**src/hw/rtl/sigder_pkg.sv**
```systemverilog
// Shared types and constants for the raw-to-DER ECDSA signature encoder.
`timescale 1ns / 1ps

package sigder_pkg;

	// Default size of one signature part (r or s) in bytes
	localparam int PART_BYTES_DEF = 32;

	localparam logic [7:0] TAG_SEQUENCE = 8'h30;
	localparam logic [7:0] TAG_INTEGER  = 8'h02;
	localparam logic [7:0] PAD_BYTE     = 8'h00;
	localparam int         HEADER_BYTES = 4;

	// Output byte source
	typedef enum logic [3:0] {
		SEL_SEQ,    // SEQUENCE tag
		SEL_BODY,   // SEQUENCE length
		SEL_INT,    // INTEGER tag
		SEL_RLEN,   // r INTEGER length
		SEL_PAD,    // 0x00 pad ahead of a part with its top bit set
		SEL_RBYTE,  // buffered r byte
		SEL_SLEN,   // s INTEGER length
		SEL_SFIRST, // held first s byte
		SEL_IN      // s byte passed through from the input
	} sel_t;

	// Controller to datapath
	typedef struct packed {
		logic in_take;  // input transaction this cycle
		logic out_load; // load the output register
		sel_t sel;
		logic idx_inc;  // step the r read index
	} cmd_t;

	// Datapath to controller
	typedef struct packed {
		logic pos_is_r;
		logic pos_is_first_s;
		logic r_pad;
		logic s_pad;
		logic idx_end;
		logic out_free;
	} sts_t;

endpackage

```
**src/hw/rtl/sigder_dp.sv**
```systemverilog
// Datapath: position counter, r byte buffer, header byte selection and output register.
`timescale 1ns / 1ps

module sigder_dp import sigder_pkg::*; #(
	parameter int PART_BYTES = PART_BYTES_DEF
) (
	input  logic        clk,
	input  logic        arst_n,
	input  cmd_t        cmd,
	output sts_t        sts,
	input  logic [7:0]  in_byte,
	output logic        out_valid,
	input  logic        out_ready,
	output logic [15:0] out_data,
	output logic        out_last
);

	localparam int CW         = (2 * PART_BYTES > 1) ? $clog2(2 * PART_BYTES) : 1;
	localparam int AW         = (PART_BYTES > 1) ? $clog2(PART_BYTES) : 1;
	localparam int FINAL_POS  = 2 * PART_BYTES - 1;
	localparam int BODY_BASE  = HEADER_BYTES + 2 * PART_BYTES;
	localparam int TOTAL_BASE = BODY_BASE + 2;
	localparam bit ONE_BYTE   = (PART_BYTES == 1);

	logic [CW-1:0] pos_q;
	logic          rtop_q;
	logic          spad_q;
	logic [7:0]    sfirst_q;
	logic [AW-1:0] idx_q;
	logic [AW-1:0] rd_addr;
	logic [7:0]    rd_q;
	logic [7:0]    mem [PART_BYTES];

	logic          pos_last;
	logic [7:0]    body_len;
	logic [7:0]    rlen;
	logic [7:0]    slen;
	logic [6:0]    total_len;
	logic [7:0]    nxt_byte;
	logic          nxt_last;

	logic          out_valid_q;
	logic [15:0]   out_data_q;
	logic          out_last_q;

	assign pos_last = (pos_q == CW'(FINAL_POS));

	// Status towards the controller
	always_comb begin
		sts.pos_is_r       = (pos_q < CW'(PART_BYTES));
		sts.pos_is_first_s = (pos_q == CW'(PART_BYTES));
		sts.r_pad          = rtop_q;
		sts.s_pad          = spad_q;
		sts.idx_end        = (idx_q == AW'(PART_BYTES - 1));
		sts.out_free       = !out_valid_q || out_ready;
	end

	// Position in the raw signature, pad flags and held first s byte
	always_ff @(posedge clk or negedge arst_n) begin
		if (!arst_n) begin
			pos_q  <= '0;
			rtop_q <= 1'b0;
			spad_q <= 1'b0;
			idx_q  <= '0;
		end else begin
			if (cmd.in_take) begin
				pos_q <= pos_last ? '0 : pos_q + CW'(1);
				if (pos_q == '0)
					rtop_q <= in_byte[7];
				if (sts.pos_is_first_s) begin
					spad_q <= in_byte[7];
					idx_q  <= '0;
				end
			end
			if (cmd.idx_inc && !sts.idx_end)
				idx_q <= idx_q + AW'(1);
		end
	end

	always_ff @(posedge clk) begin
		if (cmd.in_take && sts.pos_is_first_s)
			sfirst_q <= in_byte;
	end

	// r buffer: written while r arrives, read one entry ahead during the burst
	assign rd_addr = (cmd.idx_inc && !sts.idx_end) ? idx_q + AW'(1) : idx_q;

	always_ff @(posedge clk) begin
		if (cmd.in_take && sts.pos_is_r)
			mem[pos_q[AW-1:0]] <= in_byte;
		rd_q <= mem[rd_addr];
	end

	// Length bytes
	assign body_len  = 8'(BODY_BASE) + {7'd0, rtop_q} + {7'd0, spad_q};
	assign rlen      = 8'(PART_BYTES) + {7'd0, rtop_q};
	assign slen      = 8'(PART_BYTES) + {7'd0, spad_q};
	assign total_len = 7'(TOTAL_BASE) + {6'd0, rtop_q} + {6'd0, spad_q};

	// Output byte selection
	always_comb begin
		nxt_last = 1'b0;
		case (cmd.sel)
			SEL_SEQ:    nxt_byte = TAG_SEQUENCE;
			SEL_BODY:   nxt_byte = body_len;
			SEL_INT:    nxt_byte = TAG_INTEGER;
			SEL_RLEN:   nxt_byte = rlen;
			SEL_PAD:    nxt_byte = PAD_BYTE;
			SEL_RBYTE:  nxt_byte = rd_q;
			SEL_SLEN:   nxt_byte = slen;
			SEL_SFIRST: begin
				nxt_byte = sfirst_q;
				nxt_last = ONE_BYTE;
			end
			SEL_IN: begin
				nxt_byte = in_byte;
				nxt_last = pos_last;
			end
			default:    nxt_byte = PAD_BYTE;
		endcase
	end

	// Output register
	always_ff @(posedge clk or negedge arst_n) begin
		if (!arst_n) begin
			out_valid_q <= 1'b0;
		end else if (cmd.out_load) begin
			out_valid_q <= 1'b1;
		end else if (out_ready) begin
			out_valid_q <= 1'b0;
		end
	end

	always_ff @(posedge clk) begin
		if (cmd.out_load) begin
			out_data_q <= {1'b0, nxt_last ? total_len : 7'd0, nxt_byte};
			out_last_q <= nxt_last;
		end
	end

	assign out_valid = out_valid_q;
	assign out_data  = out_data_q;
	assign out_last  = out_last_q;

endmodule

```
**src/hw/rtl/sigder_ctrl.sv**
```systemverilog
// Controller: input handshake and sequencing of the DER header burst.
`timescale 1ns / 1ps

module sigder_ctrl import sigder_pkg::*; (
	input  logic clk,
	input  logic arst_n,
	input  logic in_valid,
	output logic in_ready,
	input  sts_t sts,
	output cmd_t cmd
);

	typedef enum logic [3:0] {
		ST_STREAM,
		ST_SEQ,
		ST_BODY,
		ST_RINT,
		ST_RLEN,
		ST_RPAD,
		ST_RBYTE,
		ST_SINT,
		ST_SLEN,
		ST_SPAD,
		ST_SFIRST
	} state_t;

	state_t state_q;
	state_t state_d;

	// Commands and next state
	always_comb begin
		state_d      = state_q;
		in_ready     = 1'b0;
		cmd.in_take  = 1'b0;
		cmd.out_load = 1'b0;
		cmd.sel      = SEL_IN;
		cmd.idx_inc  = 1'b0;
		unique case (state_q)
			ST_STREAM: begin
				in_ready    = sts.pos_is_r || sts.out_free;
				cmd.in_take = in_valid && in_ready;
				if (cmd.in_take && !sts.pos_is_r) begin
					if (sts.pos_is_first_s)
						state_d = ST_SEQ;
					else
						cmd.out_load = 1'b1;
				end
			end
			ST_SEQ: begin
				cmd.sel      = SEL_SEQ;
				cmd.out_load = sts.out_free;
				if (sts.out_free)
					state_d = ST_BODY;
			end
			ST_BODY: begin
				cmd.sel      = SEL_BODY;
				cmd.out_load = sts.out_free;
				if (sts.out_free)
					state_d = ST_RINT;
			end
			ST_RINT: begin
				cmd.sel      = SEL_INT;
				cmd.out_load = sts.out_free;
				if (sts.out_free)
					state_d = ST_RLEN;
			end
			ST_RLEN: begin
				cmd.sel      = SEL_RLEN;
				cmd.out_load = sts.out_free;
				if (sts.out_free)
					state_d = sts.r_pad ? ST_RPAD : ST_RBYTE;
			end
			ST_RPAD: begin
				cmd.sel      = SEL_PAD;
				cmd.out_load = sts.out_free;
				if (sts.out_free)
					state_d = ST_RBYTE;
			end
			ST_RBYTE: begin
				cmd.sel      = SEL_RBYTE;
				cmd.out_load = sts.out_free;
				cmd.idx_inc  = sts.out_free;
				if (sts.out_free && sts.idx_end)
					state_d = ST_SINT;
			end
			ST_SINT: begin
				cmd.sel      = SEL_INT;
				cmd.out_load = sts.out_free;
				if (sts.out_free)
					state_d = ST_SLEN;
			end
			ST_SLEN: begin
				cmd.sel      = SEL_SLEN;
				cmd.out_load = sts.out_free;
				if (sts.out_free)
					state_d = sts.s_pad ? ST_SPAD : ST_SFIRST;
			end
			ST_SPAD: begin
				cmd.sel      = SEL_PAD;
				cmd.out_load = sts.out_free;
				if (sts.out_free)
					state_d = ST_SFIRST;
			end
			ST_SFIRST: begin
				cmd.sel      = SEL_SFIRST;
				cmd.out_load = sts.out_free;
				if (sts.out_free)
					state_d = ST_STREAM;
			end
			default: state_d = ST_STREAM;
		endcase
	end

	// State register
	always_ff @(posedge clk or negedge arst_n) begin
		if (!arst_n) begin
			state_q <= ST_STREAM;
		end else begin
			state_q <= state_d;
		end
	end

endmodule

```
**src/hw/rtl/ecdsa_raw_to_der_signature.sv**
```systemverilog
// Top level of the raw-to-DER ECDSA signature encoder.
`timescale 1ns / 1ps

// Converts a raw ECDSA signature (r then s, PART_BYTES bytes each, big-endian)
// arriving one byte per transaction on the s_ channel into its DER SEQUENCE of
// two INTEGERs, one byte per transaction on the m_ channel.
// r bytes are taken one per cycle and produce no output. The first s byte
// starts a header burst of 7 + PART_BYTES output bytes, plus one for each pad
// (a 0x00 is put ahead of a part whose first byte has its top bit set); the
// burst leaves at one byte per cycle while m_tready is high, set by the single output
// register, and input is held off (s_tready low) until it is done. Each later s byte
// comes out in the cycle after it is taken, one per cycle while m_tready is high.
// Leading zero bytes are kept as they are.
// The final byte carries m_tlast and the total DER length in m_tdata[14:8];
// that field is zero on every other byte.
// Reset clears the position counter, so the next byte after reset is the first
// r byte. When m_tready is low the output register holds its byte; s_tready
// still stays high for r bytes, while s bytes wait for the register to free.
module ecdsa_raw_to_der_signature import sigder_pkg::*; #(
	parameter int PART_BYTES = PART_BYTES_DEF
) (
	input  logic        clk,
	input  logic        arst_n,
	input  logic        s_tvalid,
	output logic        s_tready,
	input  logic [7:0]  s_tdata,   // [7:0] sig_byte
	output logic        m_tvalid,
	input  logic        m_tready,
	output logic [15:0] m_tdata,   // [7:0] der_byte, [14:8] der_length, [15] zero
	output logic        m_tlast
);

	cmd_t cmd;
	sts_t sts;

	sigder_ctrl u_ctrl (
		.clk      (clk),
		.arst_n   (arst_n),
		.in_valid (s_tvalid),
		.in_ready (s_tready),
		.sts      (sts),
		.cmd      (cmd)
	);

	sigder_dp #(
		.PART_BYTES (PART_BYTES)
	) u_dp (
		.clk       (clk),
		.arst_n    (arst_n),
		.cmd       (cmd),
		.sts       (sts),
		.in_byte   (s_tdata),
		.out_valid (m_tvalid),
		.out_ready (m_tready),
		.out_data  (m_tdata),
		.out_last  (m_tlast)
	);

	// A pending output byte is never overwritten
	assert property (@(posedge clk) disable iff (!arst_n)
		cmd.out_load |-> (!m_tvalid || m_tready))
		else $error("output register loaded while still held");

	// The first s byte starts a burst that holds off input
	assert property (@(posedge clk) disable iff (!arst_n)
		(s_tvalid && s_tready && sts.pos_is_first_s) |=> !s_tready)
		else $error("input accepted during header burst");

	// The length field is zero on every byte but the last
	assert property (@(posedge clk) disable iff (!arst_n)
		(m_tvalid && !m_tlast) |-> (m_tdata[14:8] == 7'd0))
		else $error("length field set on a non-final byte");

	// Input taken only when the controller issues a take
	assert property (@(posedge clk) disable iff (!arst_n)
		(s_tvalid && s_tready) |-> cmd.in_take)
		else $error("input transaction without a take command");

endmodule

```
**config.mk**
```make
export PLATFORM = sky130hd
export DESIGN_NAME = ecdsa_raw_to_der_signature
export DESIGN_NICKNAME = d
export VERILOG_FILES = /design/src/hw/rtl/sigder_pkg.sv /design/src/hw/rtl/sigder_dp.sv /design/src/hw/rtl/sigder_ctrl.sv /design/src/hw/rtl/ecdsa_raw_to_der_signature.sv
export SDC_FILE = /design/constraint.sdc
export NUM_CORES = 1
export LEC_CHECK = 0
export BUFFER_PORTS_ARGS = -buffer_cell sky130_fd_sc_hd__buf_2
export CAP_MARGIN = 15
export CORE_MARGIN = 2
export CORE_UTILIZATION = 50
export DETAILED_ROUTE_END_ITERATION = 10
export PLACE_DENSITY = 0.77
export SLEW_MARGIN = 20
export SYNTH_ARGS = -nofsm -noshare
export SYNTH_HDL_FRONTEND = slang
export SYNTH_SLANG_ARGS = --single-unit
```
**constraint.sdc**
```tcl
create_clock -name clk -period 4.03 [get_ports clk]
set_clock_uncertainty 0.05 [all_clocks]
set_input_delay 0.2015 -clock clk [delete_from_list [all_inputs] [get_ports clk]]
set_output_delay 0.2015 -clock clk [all_outputs]
set_load 0.005 [all_outputs]
```
After elaboration in Yosys (flattened, before gate mapping). Memories as Yosys holds them, arrays and structs flattened. A register that Yosys moved wholly into a read port is not among the register bits. Index checks and enable logic that the tools add are counted.

Memory bits (writable): 256. Bits of input ports: 12. Memories kept: 1. Word-level logic and storage cells: 109. Register bits: 42. Output and inout port bits: 19.

Memories: u_dp.mem (depth 32, width 8, rd ports 1, clocked after Yosys merged registers in 1, write ports 1, RTL line sigder_dp.sv:32) `logic [7:0] mem [PART_BYTES];`.

Magnitude comparators: 1. Add/sub/neg operators: 8. Multiplexer cells: 33. Reductions and logical operators: 24. Equality and inequality tests: 32.

Operators with widths (number): $pmux W8 S8 (1); $mux W4 (12); $pmux W4 S11 (1); $pmux W4 S8 (1); $eq A4 B3 Y1 const B (7); $ne A2 B1 Y1 const B (12); $mux W5 (4); $eq A4 B2 Y1 const B (4); $eq A4 B4 Y1 const B (4); $add A6 B1 Y7 const A (2); $eq A6 B6 Y1 const B (2); $reduce_and A12 Y1 (1); $mux W1 (10); $reduce_or A10 Y1 (1); $add A7 B1 Y8 const A (1); $add A8 B1 Y8 (1); $eq A4 B1 Y1 const B (2); $logic_not A4 Y1 (2); $add A7 B1 Y7 (1); $add A7 B1 Y7 const A (1); $add A6 B1 Y6 const B (1); $logic_and A1 B1 Y1 (6); $logic_not A6 Y1 (1); $lt A6 B6 Y1 const B (1); other kinds (10) (19).

Longest topological paths before layout.
Word-level depth: 8. Depth in mapped cells: 17. Depth with buffers taken out: 12.

Modules after synthesis. Synthesis repeated with hierarchy kept, for this count alone.

Cells, all modules: 1001. Area, all modules: 14451.4 µm².

By module, submodules not included: sigder_dp (area each 14019.7 µm², instances 1, cells an instance 944, seq. area each 8828.5 µm²); sigder_ctrl (area each 431.7 µm², instances 1, cells an instance 57, seq. area each 100.1 µm²).

Least setup slack after synthesis. No wires, ideal clock.

Kind: register to register. Start point: register u_dp.idx_q[1]. End point: register u_dp.rd_q[2] (read register of u_dp.mem). Path slack: 307 ps. Period minus slack after synthesis: 3723 ps. Required time: 3845 ps. Stages on the path, launching flop included: 17. Arrival: 3537 ps. Library setup time: 135 ps. Path buffers: 6. Cells stage by stage: dfrtp_1 > ha_1 > and3_1 > ha_1 > inv_1 > nand3_1 > inv_2 > buf_2 > ha_1 > buf_4 > buf_4 > buf_4 > buf_2 > buf_2 > mux2_2 > o211ai_1 > o2111ai_1.

Word-level cells in the longest chain between the ends: 4.

Ends and longest elaborated chain: start, declared (RTL line sigder_dp.sv:29) `logic [AW-1:0] idx_q;`; start signal, assigned (RTL line sigder_dp.sv:76) `idx_q <= idx_q + AW'(1);`; parallel branches: the longest is 3 deep, another holds $add A5 B1 Y5; $mux W5 * (RTL line sigder_dp.sv:86) `assign rd_addr = (cmd.idx_inc && !sts.idx_end) ? idx_q + AW'(1) : idx_q;`; end, declared (RTL line sigder_dp.sv:31) `logic [7:0] rd_q;`.

Mark *: on every way between the ends. A chain may end at the register's enable or synchronous reset.

Worst setup path after layout.
Start point: register u_dp.idx_q[1]. End point: register u_dp.rd_q[5] (read register of u_dp.mem).

Same word-level chain as after synthesis.

==> impl_metrics.ini <==
[sta]
rsz0062_at_grt = false
slew-limit-headroom_pct = 39.03
hold_viol_final = 0
tightest_slew_ps = 911.2
setup_viol = 0
tns_ps = 0
maxSlewViolCount = 0
timing.fmax_mhz = 272.6
fin_crit_sh_pct = 91.01
period_minus_slack_ps = 3668

[yosys]
ys_warn_count = 0
avgSynthCellArea_um2 = 16.96
yosysSeqAreaShare_pct = 70.02
synth_edf_count = 277
ys_ff_latch = 303
ys.flop_type = edfxtp_1
async_flop_share_pct = 5.941
netlist_area_um2 = 12750
synth_area_leaders = edfxtp_1 (65%), mux2i_1 (9.9%), mux4_2 (4.1%), dfrtp_1 (3.5%), nor2_1 (1.3%)
synthesis.instances = 752
yosysUniqueCellTypes = 66
synth_top_area_share_pct = 65.23
synth_area_leader_cell = edfxtp_1

[setup_path]
path_max_fanout = 20
crit_type = register to register
max_stage_delay_ps = 590
critPathRequiredTime_ps = 4440
crit_top_cell = ha_1
startpoint_type = register
worstPathArrival_ps = 4070
endpoint_kind = register
cp_slowest_cell = mux4_1
path_cells = ha_1 -> and3_1 -> ha_1 -> inv_1 -> nand3_1 -> inv_2 -> ha_4 -> buf_4 -> buf_6 -> mux2i_1 -> mux4_1 -> a221oi_2

[run]
cap_violations = 0

[floorplanning]
rows = 58
core_um2 = 25110
die_h_um = 163.7
num_io_pins = 31
dieArea_um2 = 26800
start_util_pct = 50.78
die_w_um = 163.7

[clock_tree]
cts_max_path_buffers = 3
clock-root-buffer = clkbuf_16
cts_sinks = 303
clock_latency_ps = 560
cts_inserted_buffers = 30
path_clk_slew_ps = 60
cts_tree = built
cts_setup_buffers = 0
h-tree-depth = 1

[global_routing]
grt_use_total_pct = 19.69
grt_pass1_wl_mm = 39.57
grt_pass1_vias = 6718
antenna_found_initial = 2
grt.overflow.total = 0
grt_start_max_net_pins = 38

[routing]
first_iter_violations = 837
routedWlPerCell_um = 22.39
vias_per_cell = 5.901
wl_mm = 25.75
vias = 6786
firstDrtPassIters = 7
ant_nets = 0
drc = 0

[finish]
nNetsFinal = 817
antenna_cells = 0
drive_gt1_share_pct = 17.20
num-fill-cells = 1893
fin_cells = 1150
finalInstanceArea_um2 = 14310
area_growth_pct = 12.23
post-route-util_pct = 56.99

[worst_hold_path]
hold_class = input port to async pin

[power]
switching_share_pct = 29.42
pwr-share-seq_pct = 42.4
p_switching_uw = 2664
p_int_uw = 6391
power_density_nw_per_um2 = 632.7
p_comb_share_pct = 26.8
vdd_drop_max_v = 0.0003914
clkPwrFrac_pct = 30.8
p_leak_uw = 0.005367

[outcome]
outcome = completed

[placement]
placed_cells = 1093
dpl.hpwl_mm = 16.38
place_area_um2 = 13290
portBuffers = 27
gp_congestion = 0.9153
==> final timing paths <==
kind                            cells after the start  slack [ps]                          to                       from
worst max-delay path                               12         360        u_dp.rd_q[5]$_DFF_P_  u_dp.idx_q[1]$_DFFE_PN0P_
worst min-delay path                                2          70   u_dp.idx_q[0]$_DFFE_PN0P_                     arst_n
worst max register to register                     12         360        u_dp.rd_q[5]$_DFF_P_  u_dp.idx_q[1]$_DFFE_PN0P_
worst min register to register                      1         540   u_dp.idx_q[0]$_DFFE_PN0P_  u_dp.idx_q[0]$_DFFE_PN0P_
max in group asynchronous                           2        3550  u_dp.out_valid$_DFFE_PN0P_                     arst_n
min in group clk                                    1         120    u_dp.mem[8][3]$_DFFE_PP_                 s_tdata[3]
==> power groups by stage <==
stage / Combinational [uW] / Sequential [uW] / Clock, uW
finish: 2430 / 3840 / 2790
CTS: 2420 / 3840 / 2830
global route: 2610 / 3860 / 2940
floorplan: 1850 / 3810 / 0
global placement: 2360 / 3890 / 0
detailed placement: 2410 / 3900 / 0
==> per-stage QoR <==
stage	total power (uW)	hold WS [ps]	setup slack (ps)
after floorplan	5655	-144.1	307.2
after global placement	6256	113.1	407.9
after detailed placement	6307	114.7	294.0
after CTS	9094	56.32	223.5
after global routing	9411	119.1	102.8
final	9055	68.97	362.2
==> synthesized netlist by cell type, drive strengths merged, types with 2 or more instances <==
library cell,count
a221oi,16
o211ai,2
mux4,28
edfxtp,277
nor2b,9
o41ai,2
a32o,2
mux2i,126
nand3b,3
ha,8
xnor2,3
or3,4
clkbuf,10
mux2,7
and4bb,2
a31oi,4
nand2b,2
buf,31
nand3,11
a21boi,2
a22o,12
nand4,4
and3,3
dfxtp,8
a41oi,2
nor4,2
nor2,44
xor2,2
a22oi,2
o31ai,3
dfrtp,18
nand2,29
inv,9
nor3,6
o21ai,24
o2111ai,4
a21oi,14
and2,3
==> cells by family after synthesis <==
kind of cell | share of synthesized area (%)
buffers and inverters | 2.090
DFF | 70.02
and+or+nand+nor | 5.240
other | 0.02941
muxes | 15.60
AOI/OAI and AO/OA | 5.740
xor gates and xnor gates | 0.4907
adders and majority gates | 0.7850
==> cells in the final DEF, fill, tap and decap left out, drive strengths merged, types with 3 or more instances in the layout <==
cell	netlist	layout
a21oi	14	14
a221oi	16	16
a22o	12	12
a31oi	4	4
and2	3	3
and3	3	3
buf	31	50
bufinv	0	4
clkbuf	10	41
clkinv	0	8
conb	1	3
dfrtp	18	18
dfxtp	8	8
edfxtp	277	277
ha	8	8
inv	9	9
mux2	7	7
mux2i	126	126
mux4	28	28
nand2	29	29
nand3	11	11
nand3b	3	3
nand4	4	4
nor2	44	44
nor2b	9	9
nor3	6	6
o2111ai	4	4
o21ai	24	24
o31ai	3	3
or3	4	4
xnor2	3	3
==> routing by layer <==
| layer | vias to the layer above | wire length [um] | global-route usage, % |
|---|---|---|---|
| met2 | 224 | 11970 | 30.67 |
| li1 | 3079 | - | - |
| met4 | 4 | 834 | 6.818 |
| met5 | - | 26 | 0 |
| met3 | 52 | 1695 | 3.510 |
| met1 | 3427 | 11220 | 28.26 |
==> critical path, delay by kind of cell, from the launching register on <==
family | cells | cell delay (ps)
muxes | 2 | 740
buffers and inverters | 4 | 980
adders and majority gates | 3 | 730
DFF | 1 | 480
and+or+nand+nor | 2 | 310
AOI/OAI and AO/OA | 1 | 260
==> sequential cells by signal, summed over array words and instances (netlist names) <==
name	count
u_dp.pos_q	6
u_dp.mem	256
u_dp.rtop_q	1
u_dp.rd_q	8
u_dp.spad_q	1
u_dp.sfirst_q	8
u_ctrl.state_q	4
u_dp.out_data	12
u_dp.out_valid	1
u_dp.out_last	1
u_dp.idx_q	5
==> repair_timing <==
action | 4_1_cts | 5_1_grt
hold buffers | 2 | 0
setup endpoints to repair | 0 | 1
gates resized for setup | 0 | 1
endpoints found under the hold margin | 20 | 0
==> area by class of cell <==
| class | count | area (um2) | area share [%] |
|---|---|---|---|
| clock buffers | 41 | 812.0 | 5.675 |
| clock inverters | 14 | 186.4 | 1.303 |
| inverters | 9 | 33.78 | 0.2361 |
| multi-input cells | 401 | 3580 | 25.02 |
| flip-flops and latches | 303 | 8929 | 62.39 |
| well taps | 330 | 412.9 | 2.885 |
| repair buffers | 52 | 356.6 | 2.492 |
No activity file was read; power rests on OpenSTA's default activity.
